File: config.mk
export PLATFORM = sky130hd
export DESIGN_NAME = membership_mask_class_assigner_top_flat
export DESIGN_NICKNAME = d
export VERILOG_FILES = /design/src/hdl/mmca_pkg.sv /design/src/hdl/mmca_if.sv /design/src/hdl/membership_mask_class_assigner_top.sv /design/src/hdl/mmca_front.sv /design/src/hdl/mmca_fifo.sv /design/src/hdl/mmca_back.sv /design/src/flat_wrapper.sv
export VERILOG_INCLUDE_DIRS = /design/src /design/src/hdl
export SDC_FILE = /design/constraint.sdc
export NUM_CORES = 1
export LEC_CHECK = 0
export ABC_AREA = 0
export BUFFER_PORTS_ARGS = -buffer_cell sky130_fd_sc_hd__buf_4
export CAP_MARGIN = 20
export CORE_MARGIN = 2
export CORE_UTILIZATION = 30
export CTS_BUF_LIST = sky130_fd_sc_hd__clkbuf_4
export DETAILED_ROUTE_END_ITERATION = 16
export SETUP_SLACK_MARGIN = 0.2
export SLEW_MARGIN = 0
export SYNTH_ARGS = -nofsm -noshare
export SYNTH_HDL_FRONTEND = slang
export SYNTH_SLANG_ARGS = --single-unit
export TNS_END_PERCENT = 30
File: constraint.sdc
create_clock -name clk_i -period 4.3 [get_ports clk_i]
set_input_delay 0.86 -clock clk_i [delete_from_list [all_inputs] [get_ports clk_i]]
set_output_delay 0.86 -clock clk_i [all_outputs]
set_load 0.01 [all_outputs]
File: src/hdl/assert_macros.svh
// Assertion helper macros shared by the RTL files of the mask class assigner.
// No dependencies; take it in by `include inside a module body.
`ifndef ASSERT_MACROS_SVH
`define ASSERT_MACROS_SVH

// Check a property on every rising clock edge, held off while reset is low.
`define MMCA_ASSERT(name, clk, rst_n, prop, msg) \
  name: assert property (@(posedge clk) disable iff (!rst_n) (prop)) else $error(msg);

// Check an implication on every rising clock edge, held off while reset is low.
`define MMCA_ASSERT_IMP(name, clk, rst_n, pre, post, msg) \
  name: assert property (@(posedge clk) disable iff (!rst_n) (pre) |-> (post)) \
    else $error(msg);

`endif

File: src/hdl/mmca_pkg.sv
// Shared constants for the membership mask class assigner.
// No dependencies; used by the channel interfaces and the RTL modules.
`default_nettype none

package mmca_pkg;

  // Width of one domain id on the request channel.
  localparam int ID_W = 4;

  // Width of the class index on the result channel.
  localparam int CLASS_W = 4;

  // Width used when comparing a domain id against a mask bit position.
  localparam int ID_CMP_W = 8;

endpackage

`default_nettype wire

File: src/hdl/mmca_if.sv
// Valid/ready channel interfaces for domain-id requests and class results.
// Depends on mmca_pkg for the field widths.
`default_nettype none

interface mmca_in_if;
  import mmca_pkg::*;

  logic              valid;
  logic              ready;
  logic [ID_W-1:0]   domain_id;
  logic              has_domain;
  logic              last_domain;

  modport source (output valid, output domain_id, output has_domain, output last_domain,
                  input ready);
  modport sink   (input valid, input domain_id, input has_domain, input last_domain,
                  output ready);
endinterface

interface mmca_out_if;
  import mmca_pkg::*;

  logic               valid;
  logic               ready;
  logic [CLASS_W-1:0] class_index;
  logic               is_new;
  logic               table_full;

  modport source (output valid, output class_index, output is_new, output table_full,
                  input ready);
  modport sink   (input valid, input class_index, input is_new, input table_full,
                  output ready);
endinterface

`default_nettype wire

File: src/hdl/membership_mask_class_assigner_top.sv
// Path: a list end's mask passes the two-entry queue and then the table search, which
// ends on a hit at entry k, a miss over n >= 1 stored masks or an empty table.
// Throughput: one domain id per cycle while the two-entry queue has room; the search
// takes a new list end only once the last result is taken, reading one entry per cycle.
// Reset: asynchronous, active low; clears the pending mask, the queue and the entry count.
// Top level of the membership mask class assigner; depends on mmca_pkg and mmca_if.
`default_nettype none

module membership_mask_class_assigner_top #(
  parameter int NUM_DOMAINS = 16,
  parameter int MAX_CLASSES = 16
) (
  input  wire logic   clk_i,
  input  wire logic   rst_ni,
  mmca_in_if.sink     in_i,
  mmca_out_if.source  out_o
);
  import mmca_pkg::*;

  logic                   push_valid;
  logic                   push_ready;
  logic [NUM_DOMAINS-1:0] push_mask;
  logic                   pop_valid;
  logic                   pop_ready;
  logic [NUM_DOMAINS-1:0] pop_mask;

  // Merge ids into masks
  mmca_front #(
    .NUM_DOMAINS(NUM_DOMAINS)
  ) u_front (
    .clk_i        (clk_i),
    .rst_ni       (rst_ni),
    .in_valid_i   (in_i.valid),
    .in_ready_o   (in_i.ready),
    .domain_id_i  (in_i.domain_id),
    .has_domain_i (in_i.has_domain),
    .last_domain_i(in_i.last_domain),
    .push_valid_o (push_valid),
    .push_ready_i (push_ready),
    .push_mask_o  (push_mask)
  );

  // Queue finished masks
  mmca_fifo #(
    .WIDTH(NUM_DOMAINS)
  ) u_fifo (
    .clk_i       (clk_i),
    .rst_ni      (rst_ni),
    .push_valid_i(push_valid),
    .push_ready_o(push_ready),
    .push_data_i (push_mask),
    .pop_valid_o (pop_valid),
    .pop_ready_i (pop_ready),
    .pop_data_o  (pop_mask)
  );

  // Search, append and answer
  mmca_back #(
    .NUM_DOMAINS(NUM_DOMAINS),
    .MAX_CLASSES(MAX_CLASSES)
  ) u_back (
    .clk_i        (clk_i),
    .rst_ni       (rst_ni),
    .pop_valid_i  (pop_valid),
    .pop_ready_o  (pop_ready),
    .pop_mask_i   (pop_mask),
    .out_valid_o  (out_o.valid),
    .out_ready_i  (out_o.ready),
    .class_index_o(out_o.class_index),
    .is_new_o     (out_o.is_new),
    .table_full_o (out_o.table_full)
  );

endmodule

`default_nettype wire

File: src/hdl/mmca_front.sv
// Front end: merges domain ids into a pending membership mask per item.
// Depends on mmca_pkg; hands each finished mask to the queue.
`default_nettype none

module mmca_front #(
  parameter int NUM_DOMAINS = 16
) (
  input  wire logic                        clk_i,
  input  wire logic                        rst_ni,
  input  wire logic                        in_valid_i,
  output logic                             in_ready_o,
  input  wire logic [mmca_pkg::ID_W-1:0]   domain_id_i,
  input  wire logic                        has_domain_i,
  input  wire logic                        last_domain_i,
  output logic                             push_valid_o,
  input  wire logic                        push_ready_i,
  output logic [NUM_DOMAINS-1:0]           push_mask_o
);
  import mmca_pkg::*;

  logic [NUM_DOMAINS-1:0] pending_q;
  logic [NUM_DOMAINS-1:0] pending_d;
  logic [NUM_DOMAINS-1:0] id_bit;

  // Decode the id into a mask bit; ids beyond the domain count set nothing
  always_comb begin
    for (int b = 0; b < NUM_DOMAINS; b++) begin
      id_bit[b] = has_domain_i && (ID_CMP_W'(domain_id_i) == ID_CMP_W'(b));
    end
  end

  assign pending_d    = pending_q | id_bit;
  assign push_mask_o  = pending_d;
  assign push_valid_o = in_valid_i && last_domain_i;
  assign in_ready_o   = push_ready_i;

  // Accumulate the mask; clear it once the list end has been queued
  always_ff @(posedge clk_i or negedge rst_ni) begin
    if (!rst_ni) begin
      pending_q <= '0;
    end else if (in_valid_i && in_ready_o) begin
      if (last_domain_i) begin
        pending_q <= '0;
      end else begin
        pending_q <= pending_d;
      end
    end
  end

endmodule

`default_nettype wire

File: src/hdl/mmca_fifo.sv
// Two-entry queue that decouples the mask front end from the table search.
// Depends on assert_macros.svh for its checks.
`default_nettype none

module mmca_fifo #(
  parameter int WIDTH = 16
) (
  input  wire logic             clk_i,
  input  wire logic             rst_ni,
  input  wire logic             push_valid_i,
  output logic                  push_ready_o,
  input  wire logic [WIDTH-1:0] push_data_i,
  output logic                  pop_valid_o,
  input  wire logic             pop_ready_i,
  output logic [WIDTH-1:0]      pop_data_o
);
  `include "assert_macros.svh"

  localparam int Depth = 2;

  logic [WIDTH-1:0] slot_q [Depth];
  logic             wr_ptr_q;
  logic             rd_ptr_q;
  logic [1:0]       count_q;
  logic             push;
  logic             pop;

  assign push_ready_o = (count_q != 2'(Depth));
  assign pop_valid_o  = (count_q != 2'd0);
  assign pop_data_o   = slot_q[rd_ptr_q];
  assign push         = push_valid_i && push_ready_o;
  assign pop          = pop_valid_o && pop_ready_i;

  // Store the incoming mask
  always_ff @(posedge clk_i) begin
    if (push) begin
      slot_q[wr_ptr_q] <= push_data_i;
    end
  end

  // Advance pointers and the fill level
  always_ff @(posedge clk_i or negedge rst_ni) begin
    if (!rst_ni) begin
      wr_ptr_q <= 1'b0;
      rd_ptr_q <= 1'b0;
      count_q  <= 2'd0;
    end else begin
      if (push) begin
        wr_ptr_q <= ~wr_ptr_q;
      end
      if (pop) begin
        rd_ptr_q <= ~rd_ptr_q;
      end
      if (push && !pop) begin
        count_q <= count_q + 2'd1;
      end else if (pop && !push) begin
        count_q <= count_q - 2'd1;
      end
    end
  end

  `MMCA_ASSERT(a_fifo_level, clk_i, rst_ni, count_q <= 2'(Depth), "queue level beyond depth")

endmodule

`default_nettype wire

File: src/hdl/mmca_back.sv
// Back end: searches the mask table entry by entry, appends on a miss if there is room and
// holds the result. Depends on mmca_pkg and assert_macros.svh.
`default_nettype none

module mmca_back #(
  parameter int NUM_DOMAINS = 16,
  parameter int MAX_CLASSES = 16
) (
  input  wire logic                         clk_i,
  input  wire logic                         rst_ni,
  input  wire logic                         pop_valid_i,
  output logic                              pop_ready_o,
  input  wire logic [NUM_DOMAINS-1:0]       pop_mask_i,
  output logic                              out_valid_o,
  input  wire logic                         out_ready_i,
  output logic [mmca_pkg::CLASS_W-1:0]      class_index_o,
  output logic                              is_new_o,
  output logic                              table_full_o
);
  import mmca_pkg::*;
  `include "assert_macros.svh"

  localparam int IdxW = (MAX_CLASSES > 1) ? $clog2(MAX_CLASSES) : 1;
  localparam int CntW = $clog2(MAX_CLASSES + 1);

  typedef enum logic [1:0] {
    ST_IDLE,
    ST_SCAN,
    ST_RESP
  } state_e;

  state_e                 state_q;
  logic [NUM_DOMAINS-1:0] mask_table [MAX_CLASSES];
  logic [NUM_DOMAINS-1:0] rd_data_q;
  logic [NUM_DOMAINS-1:0] cur_mask_q;
  logic [CntW-1:0]        cnt_q;
  logic [CntW-1:0]        rd_addr_q;
  logic [CntW-1:0]        cmp_idx_q;
  logic                   cmp_vld_q;
  logic                   res_vld_q;
  logic [CLASS_W-1:0]     res_idx_q;
  logic                   res_new_q;
  logic                   res_full_q;
  logic                   hit;
  logic                   miss;
  logic                   issue;
  logic                   has_room;
  logic                   wr_en;

  // Compare the entry read last cycle; a miss once every entry has been compared
  always_comb begin
    hit      = (state_q == ST_SCAN) && cmp_vld_q && (rd_data_q == cur_mask_q);
    miss     = (state_q == ST_SCAN) && !cmp_vld_q && (rd_addr_q == cnt_q);
    issue    = (state_q == ST_SCAN) && !hit && (rd_addr_q != cnt_q);
    has_room = (cnt_q != CntW'(MAX_CLASSES));
    wr_en    = miss && has_room;
  end

  assign pop_ready_o   = (state_q == ST_IDLE);
  assign out_valid_o   = res_vld_q;
  assign class_index_o = res_idx_q;
  assign is_new_o      = res_new_q;
  assign table_full_o  = res_full_q;

  // Table storage: one write port, one registered read port
  always_ff @(posedge clk_i) begin
    if (wr_en) begin
      mask_table[cnt_q[IdxW-1:0]] <= cur_mask_q;
    end
    rd_data_q <= mask_table[rd_addr_q[IdxW-1:0]];
  end

  // Sequence the search and hold the result until it is taken
  always_ff @(posedge clk_i or negedge rst_ni) begin
    if (!rst_ni) begin
      state_q    <= ST_IDLE;
      cur_mask_q <= '0;
      cnt_q      <= '0;
      rd_addr_q  <= '0;
      cmp_idx_q  <= '0;
      cmp_vld_q  <= 1'b0;
      res_vld_q  <= 1'b0;
      res_idx_q  <= '0;
      res_new_q  <= 1'b0;
      res_full_q <= 1'b0;
    end else begin
      case (state_q)
        ST_IDLE: begin
          if (pop_valid_i) begin
            cur_mask_q <= pop_mask_i;
            rd_addr_q  <= '0;
            cmp_vld_q  <= 1'b0;
            state_q    <= ST_SCAN;
          end
        end
        ST_SCAN: begin
          if (hit) begin
            res_idx_q  <= CLASS_W'(cmp_idx_q);
            res_new_q  <= 1'b0;
            res_full_q <= 1'b0;
            res_vld_q  <= 1'b1;
            state_q    <= ST_RESP;
          end else if (miss) begin
            if (has_room) begin
              res_idx_q  <= CLASS_W'(cnt_q);
              res_new_q  <= 1'b1;
              res_full_q <= 1'b0;
              cnt_q      <= cnt_q + 1'b1;
            end else begin
              res_idx_q  <= '0;
              res_new_q  <= 1'b0;
              res_full_q <= 1'b1;
            end
            res_vld_q <= 1'b1;
            state_q   <= ST_RESP;
          end else begin
            cmp_vld_q <= issue;
            cmp_idx_q <= rd_addr_q;
            if (issue) begin
              rd_addr_q <= rd_addr_q + 1'b1;
            end
          end
        end
        ST_RESP: begin
          if (out_ready_i) begin
            res_vld_q <= 1'b0;
            state_q   <= ST_IDLE;
          end
        end
        default: begin
          state_q <= ST_IDLE;
        end
      endcase
    end
  end

  `MMCA_ASSERT(a_cnt_bound, clk_i, rst_ni, cnt_q <= CntW'(MAX_CLASSES), "entry count beyond table size")
  `MMCA_ASSERT_IMP(a_new_grows, clk_i, rst_ni, $rose(res_vld_q) && res_new_q, cnt_q == CntW'($past(cnt_q) + 1'b1), "new entry without count step")
  `MMCA_ASSERT_IMP(a_full_result, clk_i, rst_ni, res_vld_q && res_full_q, !res_new_q && (res_idx_q == '0) && !has_room, "full result malformed")
  `MMCA_ASSERT_IMP(a_result_held, clk_i, rst_ni, res_vld_q && !out_ready_i, ##1 res_vld_q && $stable(res_idx_q), "result dropped while stalled")

endmodule

`default_nettype wire

File: src/flat_wrapper.sv
// flat-port wrapper written by rule: the top's interface ports become plain ports
module membership_mask_class_assigner_top_flat import mmca_pkg::*;
#(
  parameter int NUM_DOMAINS = 16,
  parameter int MAX_CLASSES = 16
)
  (clk_i, rst_ni, in_i_valid, in_i_domain_id, in_i_has_domain, in_i_last_domain, in_i_ready, out_o_valid, out_o_class_index, out_o_is_new, out_o_table_full, out_o_ready);
  mmca_in_if in_i_i ();
  mmca_out_if out_o_i ();
  input  wire logic clk_i;
  input  wire logic rst_ni;
  input wire logic [$bits(in_i_i.valid)-1:0] in_i_valid;
  input wire logic [$bits(in_i_i.domain_id)-1:0] in_i_domain_id;
  input wire logic [$bits(in_i_i.has_domain)-1:0] in_i_has_domain;
  input wire logic [$bits(in_i_i.last_domain)-1:0] in_i_last_domain;
  output wire logic [$bits(in_i_i.ready)-1:0] in_i_ready;
  output wire logic [$bits(out_o_i.valid)-1:0] out_o_valid;
  output wire logic [$bits(out_o_i.class_index)-1:0] out_o_class_index;
  output wire logic [$bits(out_o_i.is_new)-1:0] out_o_is_new;
  output wire logic [$bits(out_o_i.table_full)-1:0] out_o_table_full;
  input wire logic [$bits(out_o_i.ready)-1:0] out_o_ready;
  assign in_i_i.valid = in_i_valid;
  assign in_i_i.domain_id = in_i_domain_id;
  assign in_i_i.has_domain = in_i_has_domain;
  assign in_i_i.last_domain = in_i_last_domain;
  assign in_i_ready = in_i_i.ready;
  assign out_o_valid = out_o_i.valid;
  assign out_o_class_index = out_o_i.class_index;
  assign out_o_is_new = out_o_i.is_new;
  assign out_o_table_full = out_o_i.table_full;
  assign out_o_i.ready = out_o_ready;
  membership_mask_class_assigner_top #(.NUM_DOMAINS(NUM_DOMAINS), .MAX_CLASSES(MAX_CLASSES)) u_core (.clk_i(clk_i), .rst_ni(rst_ni), .in_i(in_i_i), .out_o(out_o_i));
endmodule
; ---- Word-level counts from Yosys, hierarchy flattened
; Memory sizes are Yosys's and may differ from the RTL's. A register that Yosys moved wholly into a read port is not among the register bits.
; Index checks and enable logic that the tools add are counted.
[word_totals]
output_inout_bits = 8
input_bits = 10
latch_bits = 0
wordCells = 135
register_bits = 44
mem_bits_ro = 0
mem_count = 2
ramBits = 288
[op_classes]
muxes = 34
addsub = 4
magnitude_cmp = 0
n_reduce_logical = 49
div = 0
bitwise = 5
multipliers = 0
eq_ne = 28
n_shift = 0
[memory_table]
columns = memory, words, width, rd, rd_ports_with_merged_regs, write_ports, line_no
row1 = u_core.u_back.mask_table, 16, 16, 1, 1, 1, mmca_back.sv:33  ; logic [NUM_DOMAINS-1:0] mask_table [MAX_CLASSES];
row2 = u_core.u_fifo.slot_q, 2, 16, 1, 1, 1, mmca_fifo.sv:21  ; logic [WIDTH-1:0] slot_q [Depth];
[ops]
columns = op, n
row1 = $eq 4x4->1 const B, 8
row2 = $logic_and 1x1->1, 29
row3 = $mux 5, 4
row4 = $eq 16x16->1, 1
row5 = $eq 4x3->1 const B, 4
row6 = $mux 1, 16
row7 = $mux 16, 1
row8 = $or 16x16->16, 1
row9 = $mux 2, 6
row10 = $mux 4, 3
row11 = $ne 2x2->1 const B, 6
row12 = $add 5x1->5 const B, 2
row13 = $pmux 5 s2, 1
row14 = $reduce_bool 2->1, 5
row15 = $reduce_and 3->1, 3
row16 = $eq 4x2->1 const B, 2
row17 = $reduce_and 4->1, 2
row18 = $pmux 2 s3, 1
row19 = $eq 5x5->1, 1
row20 = $logic_not 1->1, 5
row21 = $ne 5x5->1, 1
row22 = $ne 5x5->1 const B, 1
row23 = $reduce_and 5->1, 1
row24 = $eq 4x1->1 const B, 1
row25 = 10 further kinds, 15

; ---- Longest topological paths before layout
[depth]
ltp_word = 10
depth_mapped = 9
mapped_depth_nobuf = 7

; ---- Cells and area by module
; A second synthesis with hierarchy kept.
[hier_totals]
hier_cells = 755
hier_area_um2 = 14347.5
[by_module_without_submodules]
columns = mod, cells_per_inst, area_per_inst_um2, instances
row1 = mmca_back, 601, 12052.8, 1
row2 = mmca_fifo, 68, 1402.6, 1
row3 = mmca_front, 86, 892.1, 1

; ---- Least setup slack after synthesis
; Ideal clock, no wire load.
[synth_path]
kind = register to register
start = register u_core.u_back.rd_addr_q[0]
end = memory u_core.u_back.mask_table[7][0] (enable)
synth_period_minus_slack_ps = 3063
path_slack_ps = 1237
stages_incl_launch_ff = 7
setup_ps = 413
arrival_time_ps = 2650
n_path_buf = 1
path_cell_list = dfrtp_1 > buf_2 > xnor2_2 > nand4_2 > nor4_2 > nand2_1 > nor3b_1
[synth_between]
elab_chain_cells = 5
[synth_lines]
columns = item, line_no
row1 = start: declaration, mmca_back.sv:37  ; logic [CntW-1:0] rd_addr_q;
row2 = start signal: assignment, mmca_back.sv:120  ; rd_addr_q <= rd_addr_q + 1'b1;
row3 = $eq 5x5->1, mmca_back.sv:53  ; miss = (state_q == ST_SCAN) && !cmp_vld_q && (rd_addr_q == cnt_q);
row4 = $logic_and 1x1->1, mmca_back.sv:53
row5 = $logic_and 1x1->1, mmca_back.sv:56  ; wr_en = miss && has_room;
row6 = $mux 1, mmca_back.sv:67  ; if (wr_en) begin
row7 = $mux 1 (not written as such), mmca_back.sv:68  ; mask_table[cnt_q[IdxW-1:0]] <= cur_mask_q;
row8 = end: declaration, mmca_back.sv:33
; No other way between the ends.

; ---- Worst setup path in the final report
[layout_path]
start = register u_core.u_back.cur_mask_q[7], read port of u_core.u_fifo.slot_q
end = register u_core.u_back.state_q[0]
[layout_between]
elab_chain_cells = 4
elab_cells_between_ends = 6
cone_classes = eq/ne (2) / mux (2) / reduce/logical (2)
[layout_lines]
columns = item, line_no
row1 = start: declaration, mmca_back.sv:35  ; logic [NUM_DOMAINS-1:0] cur_mask_q;
row2 = $eq 16x16->1 (*), mmca_back.sv:52  ; hit = (state_q == ST_SCAN) && cmp_vld_q && (rd_data_q == cur_mask_q);
row3 = $logic_and 1x1->1 (*), mmca_back.sv:52
row4 = $ne 3x3->1 (no line) or $mux 2 (tied branches), --
row5 = $reduce_and 3->1 (no line) or $pmux 2 s3 (tied branches), --
row6 = end signal: assignment, mmca_back.sv:76  ; state_q <= ST_IDLE;
row7 = end signal: assignment, mmca_back.sv:93  ; state_q <= ST_SCAN;
row8 = end signal: assignment, mmca_back.sv:102  ; state_q <= ST_RESP;
row9 = end: declaration, mmca_back.sv:32  ; state_e state_q;
; Every way passes the cells marked *; elsewhere a longest branch is shown, timed or not.
; A chain may end at the register's enable or synchronous reset.

==> metrics.cfg <==
[status]
status = finished clean

[flow_run]
max_cap_violations = 0

[worst_setup_path]
crit_type = register to register
worstSetupStartpoint = u_core.u_back.cur_mask_q[7]
end_kind = register
r2r_cells = 6
cp.arrival_ns = 3.80
crit_cells = 6
r2r_setup_slack_ns = 1.07
crit_family = simple AND/OR/NAND/NOR gates
slowest_stage = dfrtp_1
r2r-start = u_core.u_back.cur_mask_q[7]
cp_max_fo = 18
cp_slowest_stage_delay_ns = 0.79
worst-path-buf-inv = 0
worst_setup_path_start_kind = register
required_ns = 4.87
rr_endpoint = u_core.u_back.state_q[0]
worstPathCellList = xor2_1, nor4_1, nand2_1, nor4_4, nor3_1, or2_2

[sta]
clock_skew_ns = 0.05012
finalMaxSlewViolations = 0
worst_slew_pin_slew_ns = 1.048
finalSetupViolations = 0
fin_tns_setup_ns = 0
slew_headroom = 0.3016
hold_violations = 0
fin_crit_sh = 0.7517
rsz0062_at_grt = no
max_freq_mhz = 309.4
postLayoutSetupSlackWorst_ns = 1.068
period_needed_ns = 3.232

[detailed_routing]
drc_errors = 0
drt-vias-per-instance = 4.680
drt_iter0_markers = 547
ant_nets = 0
wire_per_inst_um = 19.28
dr_total_vias = 7058
routed_wl_um = 29080
first_pass_iters = 4

[cells_and_area]
final_net_count = 841
postLayoutCellArea_um2 = 16330
layout-drive-gt1-share = 0.3463
antenna_cells = 0
finalNonFillerCells = 1508
area_delta_synth_final_pct = 16.27

[placement]
portBuffers = 17
gp_congestion = 0.7745
dp_worst_setup_slack_ns = 1.048
place_inst = 1339
dp_hpwl_um = 17180
place_area_um2 = 15050

[global_routing]
grtUsageTotal = 0.1230
grt_max_degree = 69
grt_pass1_wl_um = 44710
antenna_found_initial = 0
overflow = 0
grt_pass1_vias = 7358

[synth]
synth_area_leaders = edfxtp_1 62%, mux4_2 13%, dfrtp_1 11%, dfxtp_1 2.3%, mux2i_1 1.4%
synth_cell_types = 46
seq_area_frac_synth = 0.7454
yosys_most_used_dff = edfxtp_1
synth-edff-count = 288
yosysMostFrequentCell = edfxtp_1
synthTopCellsByCount = 288 x edfxtp_1, 80 x mux4_2, 60 x dfrtp_1
synth_area_per_cell_um2 = 19.59
yosysWarnings = 0
syn_area_um2 = 14050
syn-instance-count = 717
syn_nets = 733
async_reset_ff_frac = 0.1648
yosys.area.top_type = edfxtp_1
synth-seq-cells = 364
synth_top_area_share = 0.6157

[clocking]
numCtsBuffers = 91
cts_root_buf = clkbuf_4
cts_tree = built
clkSinkCount = 364
path_clk_slew_ns = 0.06
htree_levels = 3
ctsResizeCount = 0
clockBufferDepth = 3
clock_latency_ns = 0.70
ctsHoldBuffers = 0
post-cts-setup-buffer-count = 0

[floorplanning]
chipWidth_um = 220.4
start_util = 0.3030
rows = 79
die_area_um2 = 48570
core_area_um2 = 46360
io_pins = 18
die_height_um = 220.4

[power]
vdd_drop_max_v = 0.0004158
p_leak_nw = 5.746
powerDensity_nw_per_um2 = 647.5

[min_path]
hold_path.class = primary input to asynchronous set/reset pin

through the flow:
stage          hold slack, ns  power (W)  utilization
4_1_cts                0.2189    0.01072       0.3523
6_report               0.2496    0.01057       0.3523
5_1_grt                0.2293    0.01117       0.3523
3_3_place_gp           0.4700   0.007563       0.3247
3_5_place_dp           0.4708   0.007612       0.3247
2_1_floorplan          0.4454   0.006704            -
placed cells by master, fill, tap and decap left out, types with 2 or more instances in the layout:
master	count
clkinv_1	8
a21o_1	12
nor2b_1	4
nand2_1	41
nor3b_1	2
nor3_1	5
xor2_1	18
or4_4	2
nor3b_2	4
mux2i_1	19
dfrtp_1	58
nor4_1	3
clkbuf_4	154
o21ai_0	22
dfxtp_1	16
clkinvlp_4	2
or2_2	2
buf_4	47
a21oi_1	9
a21boi_0	13
xnor2_1	11
inv_1	6
nand4_1	2
mux2_2	4
a31o_2	4
edfxtp_1	288
nand2b_1	3
o211ai_1	2
nand3_1	4
and3_1	13
a221o_1	2
ha_1	6
bufinv_16	2
nor2_1	9
mux4_2	80
and2_1	7
cells by family after synthesis:
kind of cell / share of synthesized area
multiplexers: 0.1450
buffers and inverters: 0.01087
AO/OA/AOI/OAI: 0.03305
AND/OR/NAND/NOR: 0.04106
XOR/XNOR: 0.01924
flip-flops: 0.7454
adder cells (fa/ha/maj): 0.005345
sequential cells by signal (all words and copies together), names as in the netlist, 4 cells and up:
name and count:
u_core.u_back.class_index_o 4, u_core.u_back.cmp_idx_q 4, u_core.u_back.cnt_q 5, u_core.u_back.cur_mask_q 16, u_core.u_back.mask_table 256, u_core.u_back.rd_addr_q 5
u_core.u_back.rd_data_q 16, u_core.u_fifo.slot_q 32, u_core.u_front.pending_q 16
worst max path at each step:
stage | endpoint | slack (ns)
after floorplan | u_core.u_back.mask_table[7][0] | 1.24
after global placement | u_core.u_back.state_q[0] | 1.11
after detailed placement | u_core.u_back.state_q[0] | 1.05
after CTS | u_core.u_back.state_q[0] | 1.03
after global routing | u_core.u_back.state_q[0] | 0.82
final | u_core.u_back.state_q[0] | 1.07
layer usage:
metal  wire, µm  vias up  track usage  share of wire
met1      13130     3670       0.1687           0.45
met2      13890      204       0.1907           0.48
met4        450        0      0.03960          0.015
met5          0        -            0              0
met3       1602       35      0.03258          0.055
li1           -     3149            -              -
layout make-up:
type | count | area (µm²)
inverter | 6 | 22.52
clock buffer | 154 | 1156
timing repair buffer | 47 | 352.8
multi-input combinational | 315 | 3443
sequential | 364 | 10480
fill | 4340 | 30030
tap | 607 | 759.5
clock inverter | 15 | 122.6
report_power, final:
group | total, W | leakage (nW) | internal, W | switching (W)
sequential | 0.00500 | 3.51 | 0.00455 | 0.000447
combinational | 0.00250 | 1.48 | 0.00114 | 0.00135
clock | 0.00308 | 0.762 | 0.00173 | 0.00135
total | 0.0106 | 5.75 | 0.00742 | 0.00315
Note: power is estimated with default switching activity, not from simulation.
